===== config.mk =====
export PLATFORM = sky130hd
export DESIGN_NAME = c_comment_stripper
export DESIGN_NICKNAME = d
export VERILOG_FILES = /design/src/hdl/cstrip_pkg.sv /design/src/hdl/cstrip_front.sv /design/src/hdl/cstrip_queue.sv /design/src/hdl/cstrip_back.sv /design/src/hdl/c_comment_stripper.sv
export SDC_FILE = /design/constraint.sdc
export NUM_CORES = 1
export LEC_CHECK = 0
export ABC_AREA = 1
export ABC_CLOCK_PERIOD_IN_PS = 5300
export BUFFER_PORTS_ARGS = -buffer_cell sky130_fd_sc_hd__buf_2
export CORE_MARGIN = 4
export CORE_UTILIZATION = 55
export CTS_BUF_LIST = sky130_fd_sc_hd__clkbuf_4 sky130_fd_sc_hd__clkbuf_8 sky130_fd_sc_hd__clkbuf_16
export CTS_CLUSTER_SIZE = 12
export DETAILED_ROUTE_END_ITERATION = 6
export GPL_TIMING_DRIVEN = 0
export MAX_ROUTING_LAYER = met4
export PLACE_DENSITY = 0.74
export RECOVER_POWER = 50
export SLEW_MARGIN = 15
export SYNTH_ARGS = -nofsm -noshare
export SYNTH_HDL_FRONTEND = slang
export SYNTH_SLANG_ARGS = --single-unit

===== constraint.sdc =====
create_clock -name i_clk -period 5.3 [get_ports i_clk]
set_input_delay 0.795 -clock i_clk [delete_from_list [all_inputs] [get_ports i_clk]]
set_output_delay 0.795 -clock i_clk [all_outputs]
set_load 0.02 [all_outputs]

===== src/hdl/cstrip_pkg.sv =====
// ----------------------------------------------------------------------------
// cstrip_pkg
// Shared types, character codes and scan helpers for the C comment stripper.
// ----------------------------------------------------------------------------
package cstrip_pkg;

    // Character codes
    localparam logic [7:0] CH_BSLASH = 8'h5C;
    localparam logic [7:0] CH_NL     = 8'h0A;
    localparam logic [7:0] CH_CR     = 8'h0D;
    localparam logic [7:0] CH_SLASH  = 8'h2F;
    localparam logic [7:0] CH_STAR   = 8'h2A;
    localparam logic [7:0] CH_DQUOTE = 8'h22;
    localparam logic [7:0] CH_SQUOTE = 8'h27;
    localparam logic [7:0] CH_SPACE  = 8'h20;

    // Scanner modes
    localparam logic [2:0] MODE_NORMAL = 3'd0;
    localparam logic [2:0] MODE_DQUOTE = 3'd1;
    localparam logic [2:0] MODE_SQUOTE = 3'd2;
    localparam logic [2:0] MODE_LINE   = 3'd3;
    localparam logic [2:0] MODE_BLOCK  = 3'd4;

    // Run capacity in bytes; one source byte releases at most four
    localparam int MAX_RUN = 5;
    localparam int RUN_W   = $clog2(MAX_RUN + 1);

    // Run queue geometry
    localparam int QDEPTH = 4;
    localparam int QPTR_W = $clog2(QDEPTH);
    localparam int QCNT_W = $clog2(QDEPTH + 1);

    typedef struct packed {
        logic [7:0] source_byte;
        logic       end_of_text;
    } t_in_item;

    typedef struct packed {
        logic [7:0] clean_byte;
        logic       byte_valid;
        logic       run_last;
        logic       text_done;
        logic       unterminated_comment;
    } t_out_item;

    typedef struct packed {
        logic [2:0] mode;
        logic       esc;
        logic       slash;
        logic       star;
    } t_scan_state;

    typedef struct packed {
        t_scan_state st;
        logic [1:0]  n;
        logic [7:0]  b0;
        logic [7:0]  b1;
    } t_scan_out;

    // All output bytes caused by one source byte
    typedef struct packed {
        logic [MAX_RUN-1:0][7:0] bytes;
        logic [RUN_W-1:0]        cnt;
        logic                    last;
        logic                    unterm;
    } t_run;

    typedef struct packed {
        logic full;
        logic empty;
    } t_q_status;

    // One byte of spliced text through the comment/literal scanner
    function automatic t_scan_out scan_byte(t_scan_state s, logic [7:0] c);
        t_scan_out  o;
        logic [7:0] qch;
        o     = '0;
        o.st  = s;
        qch   = (s.mode == MODE_DQUOTE) ? CH_DQUOTE : CH_SQUOTE;
        case (s.mode)
            MODE_DQUOTE, MODE_SQUOTE: begin
                o.n  = 2'd1;
                o.b0 = c;
                if (s.esc) begin
                    o.st.esc = 1'b0;
                end else if (c == CH_BSLASH) begin
                    o.st.esc = 1'b1;
                end else if (c == qch) begin
                    o.st.mode = MODE_NORMAL;
                end
            end
            MODE_LINE: begin
                if (c == CH_NL) begin
                    o.st.mode = MODE_NORMAL;
                    o.n       = 2'd1;
                    o.b0      = CH_NL;
                end
            end
            MODE_BLOCK: begin
                if (s.star && (c == CH_SLASH)) begin
                    o.st.mode = MODE_NORMAL;
                    o.st.star = 1'b0;
                end else begin
                    o.st.star = (c == CH_STAR);
                    if (c == CH_NL) begin
                        o.n  = 2'd1;
                        o.b0 = CH_NL;
                    end
                end
            end
            default: begin
                if (s.slash && (c == CH_SLASH)) begin
                    o.st.slash = 1'b0;
                    o.st.mode  = MODE_LINE;
                    o.n        = 2'd1;
                    o.b0       = CH_SPACE;
                end else if (s.slash && (c == CH_STAR)) begin
                    o.st.slash = 1'b0;
                    o.st.mode  = MODE_BLOCK;
                    o.st.star  = 1'b0;
                    o.n        = 2'd1;
                    o.b0       = CH_SPACE;
                end else if (c == CH_SLASH) begin
                    o.st.slash = 1'b1;
                end else begin
                    o.st.slash = 1'b0;
                    if (s.slash) begin
                        o.n  = 2'd2;
                        o.b0 = CH_SLASH;
                        o.b1 = c;
                    end else begin
                        o.n  = 2'd1;
                        o.b0 = c;
                    end
                    if (c == CH_DQUOTE) begin
                        o.st.mode = MODE_DQUOTE;
                        o.st.esc  = 1'b0;
                    end else if (c == CH_SQUOTE) begin
                        o.st.mode = MODE_SQUOTE;
                        o.st.esc  = 1'b0;
                    end
                end
            end
        endcase
        return o;
    endfunction

    // Append one byte to a run
    function automatic t_run run_add(t_run r, logic [7:0] b);
        t_run o;
        o = r;
        if (r.cnt < RUN_W'(MAX_RUN)) begin
            o.bytes[r.cnt] = b;
            o.cnt          = RUN_W'(r.cnt + RUN_W'(1));
        end
        return o;
    endfunction

    // Append whatever a scan step released
    function automatic t_run run_push(t_run r, t_scan_out so);
        t_run o;
        o = r;
        if (so.n != 2'd0) begin
            o = run_add(o, so.b0);
        end
        if (so.n == 2'd2) begin
            o = run_add(o, so.b1);
        end
        return o;
    endfunction

endpackage


===== src/hdl/cstrip_front.sv =====
// ----------------------------------------------------------------------------
// cstrip_front
// Splice removal and scanning; turns each source byte into a run of bytes.
// ----------------------------------------------------------------------------
module cstrip_front (
    input  logic                i_clk,
    input  logic                i_rst_n,
    input  logic                i_in_valid,
    input  cstrip_pkg::t_in_item i_in_data,
    output logic                o_in_stall,
    input  cstrip_pkg::t_q_status i_q_status,
    output logic                o_push,
    output cstrip_pkg::t_run    o_push_run
);

    cstrip_pkg::t_scan_state r_scan, n_scan;
    logic                    r_bs_held, n_bs_held;
    logic                    r_cr_held, n_cr_held;

    cstrip_pkg::t_scan_state s;
    cstrip_pkg::t_scan_out   so;
    cstrip_pkg::t_run        run;
    logic [7:0]              c;
    logic                    skip;
    logic                    bs;
    logic                    cr;
    logic                    had_cr;
    logic                    accept;

    assign o_in_stall = i_q_status.full;
    assign accept     = i_in_valid && !i_q_status.full;

    always_comb begin
        c      = i_in_data.source_byte;
        s      = r_scan;
        bs     = r_bs_held;
        cr     = r_cr_held;
        skip   = 1'b0;
        had_cr = 1'b0;
        so     = '0;
        run    = '0;

        // splice stage
        if (cr) begin
            cr = 1'b0;
            bs = 1'b0;
            if (c == cstrip_pkg::CH_NL) begin
                skip = 1'b1;
            end else begin
                so  = cstrip_pkg::scan_byte(s, cstrip_pkg::CH_BSLASH);
                s   = so.st;
                run = cstrip_pkg::run_push(run, so);
                so  = cstrip_pkg::scan_byte(s, cstrip_pkg::CH_CR);
                s   = so.st;
                run = cstrip_pkg::run_push(run, so);
            end
        end else if (bs) begin
            bs = 1'b0;
            if (c == cstrip_pkg::CH_NL) begin
                skip = 1'b1;
            end else if (c == cstrip_pkg::CH_CR) begin
                bs   = 1'b1;
                cr   = 1'b1;
                skip = 1'b1;
            end else begin
                so  = cstrip_pkg::scan_byte(s, cstrip_pkg::CH_BSLASH);
                s   = so.st;
                run = cstrip_pkg::run_push(run, so);
            end
        end
        if (!skip) begin
            if (c == cstrip_pkg::CH_BSLASH) begin
                bs = 1'b1;
            end else begin
                so  = cstrip_pkg::scan_byte(s, c);
                s   = so.st;
                run = cstrip_pkg::run_push(run, so);
            end
        end

        // end of text: flush held bytes, flag open block comment, clear state
        if (i_in_data.end_of_text) begin
            if (bs) begin
                had_cr = cr;
                bs     = 1'b0;
                cr     = 1'b0;
                so     = cstrip_pkg::scan_byte(s, cstrip_pkg::CH_BSLASH);
                s      = so.st;
                run    = cstrip_pkg::run_push(run, so);
                if (had_cr) begin
                    so  = cstrip_pkg::scan_byte(s, cstrip_pkg::CH_CR);
                    s   = so.st;
                    run = cstrip_pkg::run_push(run, so);
                end
            end
            if (s.slash && (s.mode == cstrip_pkg::MODE_NORMAL)) begin
                s.slash = 1'b0;
                run     = cstrip_pkg::run_add(run, cstrip_pkg::CH_SLASH);
            end
            run.last   = 1'b1;
            run.unterm = (s.mode == cstrip_pkg::MODE_BLOCK);
            s          = '0;
            s.mode     = cstrip_pkg::MODE_NORMAL;
        end

        n_scan    = s;
        n_bs_held = bs;
        n_cr_held = cr;
    end

    assign o_push     = accept && ((run.cnt != '0) || i_in_data.end_of_text);
    assign o_push_run = run;

    always_ff @(posedge i_clk) begin
        if (!i_rst_n) begin
            r_scan    <= '{mode: cstrip_pkg::MODE_NORMAL, default: '0};
            r_bs_held <= 1'b0;
            r_cr_held <= 1'b0;
        end else if (accept) begin
            r_scan    <= n_scan;
            r_bs_held <= n_bs_held;
            r_cr_held <= n_cr_held;
        end
    end

endmodule


===== src/hdl/cstrip_queue.sv =====
// ----------------------------------------------------------------------------
// cstrip_queue
// Small FIFO of byte runs between the scanner and the output serializer.
// ----------------------------------------------------------------------------
module cstrip_queue (
    input  logic                  i_clk,
    input  logic                  i_rst_n,
    input  logic                  i_push,
    input  cstrip_pkg::t_run      i_push_run,
    input  logic                  i_pop,
    output cstrip_pkg::t_run      o_head,
    output cstrip_pkg::t_q_status o_status
);

    cstrip_pkg::t_run                  r_mem [cstrip_pkg::QDEPTH];
    logic [cstrip_pkg::QPTR_W-1:0]     r_wp, r_rp;
    logic [cstrip_pkg::QCNT_W-1:0]     r_cnt;
    logic                              do_push, do_pop;

    assign o_status.full  = (r_cnt == cstrip_pkg::QCNT_W'(cstrip_pkg::QDEPTH));
    assign o_status.empty = (r_cnt == '0);
    assign do_push        = i_push && !o_status.full;
    assign do_pop         = i_pop && !o_status.empty;
    assign o_head         = r_mem[r_rp];

    always_ff @(posedge i_clk) begin
        if (do_push) begin
            r_mem[r_wp] <= i_push_run;
        end
    end

    always_ff @(posedge i_clk) begin
        if (!i_rst_n) begin
            r_wp  <= '0;
            r_rp  <= '0;
            r_cnt <= '0;
        end else begin
            if (do_push) begin
                r_wp <= cstrip_pkg::QPTR_W'(r_wp + 1'b1);
            end
            if (do_pop) begin
                r_rp <= cstrip_pkg::QPTR_W'(r_rp + 1'b1);
            end
            if (do_push && !do_pop) begin
                r_cnt <= cstrip_pkg::QCNT_W'(r_cnt + 1'b1);
            end else if (do_pop && !do_push) begin
                r_cnt <= cstrip_pkg::QCNT_W'(r_cnt - 1'b1);
            end
        end
    end

endmodule


===== src/hdl/cstrip_back.sv =====
// ----------------------------------------------------------------------------
// cstrip_back
// Serializes queued runs into single output transactions.
// ----------------------------------------------------------------------------
module cstrip_back (
    input  logic                  i_clk,
    input  logic                  i_rst_n,
    input  cstrip_pkg::t_run      i_head,
    input  cstrip_pkg::t_q_status i_q_status,
    output logic                  o_pop,
    output logic                  o_out_valid,
    output cstrip_pkg::t_out_item o_out_data,
    input  logic                  i_out_stall
);

    logic                           r_out_valid;
    cstrip_pkg::t_out_item          r_out;
    cstrip_pkg::t_out_item          n_out;
    logic [cstrip_pkg::RUN_W-1:0]   r_idx;
    logic [cstrip_pkg::RUN_W-1:0]   last_idx;
    logic                           load;
    logic                           take;
    logic                           at_end;
    logic                           has_bytes;

    assign load      = !r_out_valid || !i_out_stall;
    assign take      = load && !i_q_status.empty;
    assign has_bytes = (i_head.cnt != '0);
    assign last_idx  = has_bytes ? cstrip_pkg::RUN_W'(i_head.cnt - 1'b1) : '0;
    assign at_end    = (r_idx == last_idx);
    assign o_pop     = take && at_end;

    always_comb begin
        n_out                      = '0;
        n_out.clean_byte           = has_bytes ? i_head.bytes[r_idx] : 8'd0;
        n_out.byte_valid           = has_bytes;
        n_out.run_last             = at_end;
        n_out.text_done            = at_end && i_head.last;
        n_out.unterminated_comment = at_end && i_head.last && i_head.unterm;
    end

    always_ff @(posedge i_clk) begin
        if (take) begin
            r_out <= n_out;
        end
    end

    always_ff @(posedge i_clk) begin
        if (!i_rst_n) begin
            r_out_valid <= 1'b0;
            r_idx       <= '0;
        end else if (load) begin
            r_out_valid <= !i_q_status.empty;
            if (take) begin
                r_idx <= at_end ? '0 : cstrip_pkg::RUN_W'(r_idx + 1'b1);
            end
        end
    end

    assign o_out_valid = r_out_valid;
    assign o_out_data  = r_out;

endmodule


===== src/hdl/c_comment_stripper.sv =====
// Path: each accepted source byte's run is written into the run queue, then its results
//   are loaded from the queue head into the output register while the output is not stalled.
// Throughput: one source byte per cycle while bytes release at most one result and the
//   output is not stalled; a byte releasing more than one result (up to 4) is walked out
//   result by result, and a four-entry run queue absorbs such bursts. Set by the one-result-per-cycle port.
// Reset: synchronous active-low; scanner in normal text, nothing held, queue empty.
// ----------------------------------------------------------------------------
// c_comment_stripper
// C comment and line-splice stripper, one source byte per input transaction.
// ----------------------------------------------------------------------------
module c_comment_stripper (
    input  logic                  i_clk,
    input  logic                  i_rst_n,
    // source byte transactions
    input  logic                  i_in_valid,
    input  cstrip_pkg::t_in_item  i_in_data,
    output logic                  o_in_stall,
    // cleaned byte transactions
    output logic                  o_out_valid,
    output cstrip_pkg::t_out_item o_out_data,
    input  logic                  i_out_stall
);

    // Front: splice removal plus comment/literal scan. Each accepted byte is
    // fully processed in its cycle and every byte it releases is packed into
    // one run entry. Quiet bytes push nothing; the final byte always pushes,
    // even an empty run, so the end-of-text transaction is produced.
    cstrip_pkg::t_q_status q_status;
    logic                  push;
    cstrip_pkg::t_run      push_run;

    // Back: walks the head run one byte per cycle, while the output is not stalled, into the output register.
    logic                  pop;
    cstrip_pkg::t_run      head;

    cstrip_front u_front (
        .i_clk      (i_clk),
        .i_rst_n    (i_rst_n),
        .i_in_valid (i_in_valid),
        .i_in_data  (i_in_data),
        .o_in_stall (o_in_stall),
        .i_q_status (q_status),
        .o_push     (push),
        .o_push_run (push_run)
    );

    // Queue between the two sides: front stalls only when it is full, so
    // an output stall does not reach the input until four runs pile up.
    cstrip_queue u_queue (
        .i_clk      (i_clk),
        .i_rst_n    (i_rst_n),
        .i_push     (push),
        .i_push_run (push_run),
        .i_pop      (pop),
        .o_head     (head),
        .o_status   (q_status)
    );

    cstrip_back u_back (
        .i_clk       (i_clk),
        .i_rst_n     (i_rst_n),
        .i_head      (head),
        .i_q_status  (q_status),
        .o_pop       (pop),
        .o_out_valid (o_out_valid),
        .o_out_data  (o_out_data),
        .i_out_stall (i_out_stall)
    );

endmodule


### Word-level counts from Yosys, hierarchy flattened

Memories as Yosys holds them, arrays and structs flattened. A register that Yosys moved wholly into a read port is not among the register bits.
Index checks and enable logic that the tools add are counted.
W data, S select, Z words.

| operators by class | value |
|---|---|
| add/sub/neg operators | 17 |
| $lt $le $gt $ge | 34 |
| eq/ne operators | 39 |
| multiplexer cells | 227 |
| bitwise operators | 3 |
| reductions and logical operators | 61 |

Operators by type and width:

| cell | number |
|---|---|
| $mux W45 | 41 |
| $mux W43 | 11 |
| $bwmux W40 | 10 |
| $mux W8 | 34 |
| $demux W8 S3 | 11 |
| $mux W10 | 22 |
| $pmux W10 S2 | 4 |
| $mux W3 | 20 |
| $lt A3 B4 Y1 const B | 12 |
| $mux W6 | 8 |
| $mux W4 | 11 |
| $mux W1 | 40 |
| $add A3 B1 Y3 const B | 13 |
| $ge A3 B1 Y1 const B | 11 |
| $lt A3 B3 Y1 const B | 11 |
| $eq A8 B6 Y1 const B | 4 |
| $eq A3 B2 Y1 const B | 10 |
| $pmux W10 S3 | 1 |
| $mux W13 | 2 |
| $logic_and A1 B1 Y1 | 25 |
| $or A25 B25 Y25 | 1 |
| $bmux W8 S3 | 1 |
| $eq A3 B3 Y1 const B | 7 |
| $mux W7 | 3 |
| 25 further kinds | 68 |

| storage, ports and cells | value |
|---|---|
| flip-flop bits (word level) | 31 |
| bits in writable memories | 180 |
| input bits | 13 |
| output and inout bits | 14 |
| logic and storage cells | 398 |
| memories kept | 1 |

Memory list:

| name | words | bits a word | read ports | clocked after Yosys merged registers in | write ports | RTL line | source |
|---|---|---|---|---|---|---|---|
| u_queue.r_mem | 4 | 45 | 1 | 1 | 1 | cstrip_queue.sv:15 | `cstrip_pkg::t_run r_mem [cstrip_pkg::QDEPTH];` |

### Longest topological paths before layout

| depth | value |
|---|---|
| depth in word-level cells | 109 |
| mapped depth | 43 |
| gate-level depth less buffers | 41 |

### Hierarchy

Synthesis repeated with hierarchy kept, for this count alone.

| unflattened totals | value |
|---|---|
| cell total of the unflattened synthesis | 1222 |
| area, all modules | 11350.9 um^2 |

Modules (own cells, without submodules):

| module | instances | cells an instance | area an instance (um^2) | seq. area each (um^2) |
|---|---|---|---|---|
| cstrip_queue | 1 | 505 | 7298.2 | 5585.4 |
| cstrip_front | 1 | 576 | 2986.6 | 160.2 |
| cstrip_back | 1 | 141 | 1066.0 | 440.4 |

### Worst setup path after synthesis

OpenSTA, ideal clock, no wires.

| timing path | value |
|---|---|
| path kind | in2reg |
| start | in i_in_data[3] (netlist bit) |
| end | mem u_queue.r_mem[0][0] (netlist bit), enable pin |
| setup time | 448 ps |
| data arrival time | 5019 ps |
| required time | 4852 ps |
| slack | -167 ps |
| stages | 22 |
| path buffers | 2 |
| cells stage by stage | buf_4 inv_2 nand2_2 nor2_1 nand2_1 buf_6 nand3_2 nor2_4 nand2_1 nand2_1 ha_1 inv_1 o21ai_2 ha_1 nand3_1 nand3_2 nand2_4 nand2_2 nor2_1 a21oi_1 inv_1 nor2_1 |

| between the ends | value |
|---|---|
| cells in the longest elaborated chain, start to end | 53 |
| elaborated cells between the ends (all ways) | 163 |
| those cells by class | add/sub: 7; order compare: 7; eq/ne: 24; mux: 104; reduce/logical: 21 |

Ends and longest elaborated chain:

| item | RTL line | source |
|---|---|---|
| from (decl) | c_comment_stripper.sv:16 | `input cstrip_pkg::t_in_item i_in_data,` |
| $eq A8 B4 Y1 | cstrip_front.sv:61 | `end else if (c == cstrip_pkg::CH_CR) begin` |
| $mux W3 | cstrip_front.sv:61 |  |
| $mux W3 | cstrip_front.sv:59 | `if (c == cstrip_pkg::CH_NL) begin` |
| $mux W3 | cstrip_front.sv:57 | `end else if (bs) begin` |
| $mux W6 | cstrip_front.sv:44 | `if (cr) begin` |
| $mux W10 | cstrip_pkg.sv:127 | `if (s.slash) begin` |
| $mux W18 | cstrip_pkg.sv:123 | `end else if (c == CH_SLASH) begin` |
| $mux W10 | cstrip_pkg.sv:117 | `end else if (s.slash && (c == CH_STAR)) begin` |
| [38 not listed] | -- |  |
| $mux W45 * | cstrip_front.sv:82 | `if (i_in_data.end_of_text) begin` |
| $reduce_bool A3 Y1 * | cstrip_front.sv:111 | `assign o_push = accept && ((run.cnt != '0) \|\| i_in_data.end_of_text);` |
| $logic_or A1 B1 Y1 * | cstrip_front.sv:111 |  |
| $logic_and A1 B1 Y1 * | cstrip_front.sv:111 |  |
| $logic_and A1 B1 Y1 * | cstrip_queue.sv:22 | `assign do_push = i_push && !o_status.full;` |
| named net u_queue.do_push | cstrip_queue.sv:18 | `logic do_push, do_pop;` |
| $mux W1 * | cstrip_queue.sv:27 | `if (do_push) begin` |
| $mux W1 (not written as such) * | cstrip_queue.sv:28 | `r_mem[r_wp] <= i_push_run;` |
| to (decl) | cstrip_queue.sv:15 |  |

The timed path passes the listed nets; every way through them passes the cells marked *. The select of a mux whose other input is x is not followed.

==> results.json <==
{
  "status": "complete, no violations",
  "clk_path_buf_depth": 3,
  "ios": 27,
  "initial_core_util": 0.566,
  "max-vdd-ir-drop_uv": 255,
  "period_share": 0.954,
  "synth_seq_cells": 213,
  "critPathMaxFanout": 7,
  "yosysTopAreaCellShare": 0.516,
  "coreArea_sq_um": 19700,
  "path_common_cell": "inv_2",
  "regArea_sq_um": 6190,
  "yosysTopAreaCell": "edfxtp_1",
  "grt_max_degree": 25,
  "wl_per_cell_microns": 19.7,
  "synth-main-ff-cell": "edfxtp_1",
  "fillers": 1562,
  "yosys_warnings": 0,
  "syn_area_sq_um": 11200,
  "finalCriticalPeriod_ns": 5.06,
  "hold_ws_ns": 0.464,
  "tns_ns": 0,
  "postSynthCellCount": 1179,
  "drtIter0Drc": 967,
  "post-route-drc-count": 0,
  "htree_levels": 1,
  "critPathMaxStageDelay_ns": 0.31,
  "n_antenna_cell": 0,
  "cp.required_ns": 5.62,
  "dieArea_sq_um": 22600,
  "leakagePower_nw": 4.83,
  "drtPass1Iterations": 5,
  "relSlewSlack": 0.151,
  "end_kind": "flip-flop",
  "drv_slew": 0,
  "via_count": 9197,
  "startpoint_type": "input port",
  "avgSynthCellArea_sq_um": 9.47,
  "drv_cap": 0,
  "die_w_microns": 150,
  "first_global_vias": 8600,
  "synth_edf_count": 192,
  "detailed_place_hpwl_mm": 21.2,
  "numPortBuffers": 23,
  "setup_violations": 0,
  "hold_viol_final": 0,
  "cts.sinks": 213,
  "holdCritPathClass": "flip-flop to flip-flop",
  "cts_tree": "done",
  "ant_nets": 0,
  "grt_overflow": 0,
  "cts_made_buffers": 24,
  "place_ws_ns": -0.909,
  "ys_seq_area_frac": 0.554,
  "tightest_slew_ns": 1.26,
  "fp.dieH_microns": 150,
  "viasPerCell": 5.91,
  "final_nets": 1301,
  "wirelength_mm": 30.6,
  "multiInputGateArea_sq_um": 4550,
  "fin_ws_ns": 0.245,
  "path_clk_slew_ns": 0.06,
  "grt_usage": 0.273,
  "async_reset_ff_frac": 0,
  "cellPowerDensity_nw_per_um2": 403,
  "cp_slowest_cell": "nand3_1",
  "arrival_ns": 5.38,
  "ctsRootBufferMaster": "clkbuf_16",
  "skew_ns": 0.0175,
  "critical_path_class": "input port to flip-flop",
  "grt_pass1_wl_mm": 46.5,
  "synthTopCellsByArea": "edfxtp_1 (52%), o21ai_0 (6.3%), nand2_1 (5.9%)",
  "syn_to_final_growth_pct": 16.2,
  "row_count": 51,
  "gp_congestion": 0.955,
  "max_freq_mhz": 198,
  "antenna_found_initial": 0,
  "insertion_delay_ns": 0.52,
  "drive_gt1_frac": 0.171,
  "netlist-cell-type-count": 54
}
==> through the flow <==
| stage | util | total power [W] | instances | instance area, sq um |
|---|---|---|---|---|
| 2_1_floorplan | - | 0.00310 | 1190 | 11200 |
| 3_3_place_gp | 0.591 | 0.00357 | 1478 | 11700 |
| 3_5_place_dp | 0.600 | 0.00364 | 1484 | 11800 |
| 4_1_cts | 0.643 | 0.00524 | 1531 | 12700 |
| 5_1_grt | 0.658 | 0.00547 | 1555 | 13000 |
| 6_report | 0.658 | 0.00523 | 1555 | 13000 |
==> placed cells by master, fill, tap and decap left out, types with 10 or more instances in the layout <==
cell type / instances
nor2_1: 154
buf_4: 26
o221ai_1: 21
clkbuf_16: 24
dfxtp_1: 18
a21oi_1: 61
ha_1: 13
nand4_1: 14
o22ai_1: 21
edfxtp_1: 192
clkbuf_1: 56
nand2_2: 25
clkbuf_4: 10
nand3_2: 12
o21ai_0: 136
inv_2: 26
conb_1: 12
o211ai_1: 19
inv_1: 87
nand2_1: 165
nand2_4: 14
nor2_4: 13
nand3_1: 41
==> Yosys cell counts (21+ instances only) <==
cell type and number:
edfxtp_1 192, a21oi_1 61, o221ai_1 21, o22ai_1 23, inv_2 25, nand2_1 174, nand2_2 22, inv_1 88
nor2_1 162, dfxtp_1 21, o21ai_0 140, clkbuf_1 39, nand3_1 44
==> cells by family (layout without fill, tap and decap cells) <==
kind of cell,count (synthesis),in the layout,synth area share
buffers and inverters,168,268,0.0595
adder cells (fa/ha/maj),16,16,0.0186
AO/OA/AOI/OAI,310,310,0.167
AND/OR/NAND/NOR,468,468,0.198
flip-flops,213,213,0.554
other,1,12,0.000336
XOR/XNOR,3,3,0.00235
==> critical path, delay by kind of cell <==
family,cells,cell delay (ns)
compound gates,6,0.73
fa+ha+maj,4,1.00
buf+inv,10,0.86
simple gates,17,1.99
==> layer usage <==
metal,GRT usage,wire [microns],up-vias
li1,-,-,4341
met1,0.363,12700,4369
met2,0.432,14500,415
met3,0.0436,2320,72
met4,0.0942,1060,0
met5,-,0,-
==> final timing paths <==
kind	slack (ns)	endpoint	start	cells past startpoint
max	0.24	u_queue.r_mem[1][21]$_DFFE_PP_	i_in_data[5]	37
max reg2reg	0.26	u_queue.r_mem[1][21]$_DFFE_PP_	u_front.r_scan[3]$_SDFFE_PN0P_	33
min	0.46	u_front.r_scan[0]$_SDFFE_PN0P_	u_front.r_scan[0]$_SDFFE_PN0P_	2
min reg2reg	0.46	u_front.r_scan[0]$_SDFFE_PN0P_	u_front.r_scan[0]$_SDFFE_PN0P_	2
==> state kept, by name, indices dropped and copies added (netlist names), named ones only <==
name and flops:
u_back.o_out_data 12, u_back.o_out_valid 1, u_back.r_idx 3, u_front.r_bs_held 1, u_front.r_cr_held 1, u_front.r_scan 6
u_queue.r_cnt 3, u_queue.r_mem 180, u_queue.r_rp 2, u_queue.r_wp 2
==> repair_timing <==
item,CTS,global route
buffers inserted,3,24
gates resized for setup,16,36
hold buffers,0,0
setup endpoints to repair,72,120
pin swaps,3,16
==> layout make-up <==
| type | instances | share of cell area |
|---|---|---|
| multi-input combinational | 809 | 0.351 |
| tap | 265 | 0.0256 |
| buffer | 48 | 0.0160 |
| clock buffer | 35 | 0.0536 |
| clock inverter | 9 | 0.00656 |
| timing repair buffer | 56 | 0.0349 |
| sequential | 213 | 0.477 |
| inverter | 120 | 0.0353 |
==> power breakdown <==
part           internal [W]  leakage (nW)  switching, W  total (W)
registers           0.00210          1.97     0.0000600    0.00216
clock network      0.000963         0.393      0.000643    0.00161
logic              0.000402          2.46       0.00106    0.00146
No activity file was read; power rests on OpenSTA's default activity.
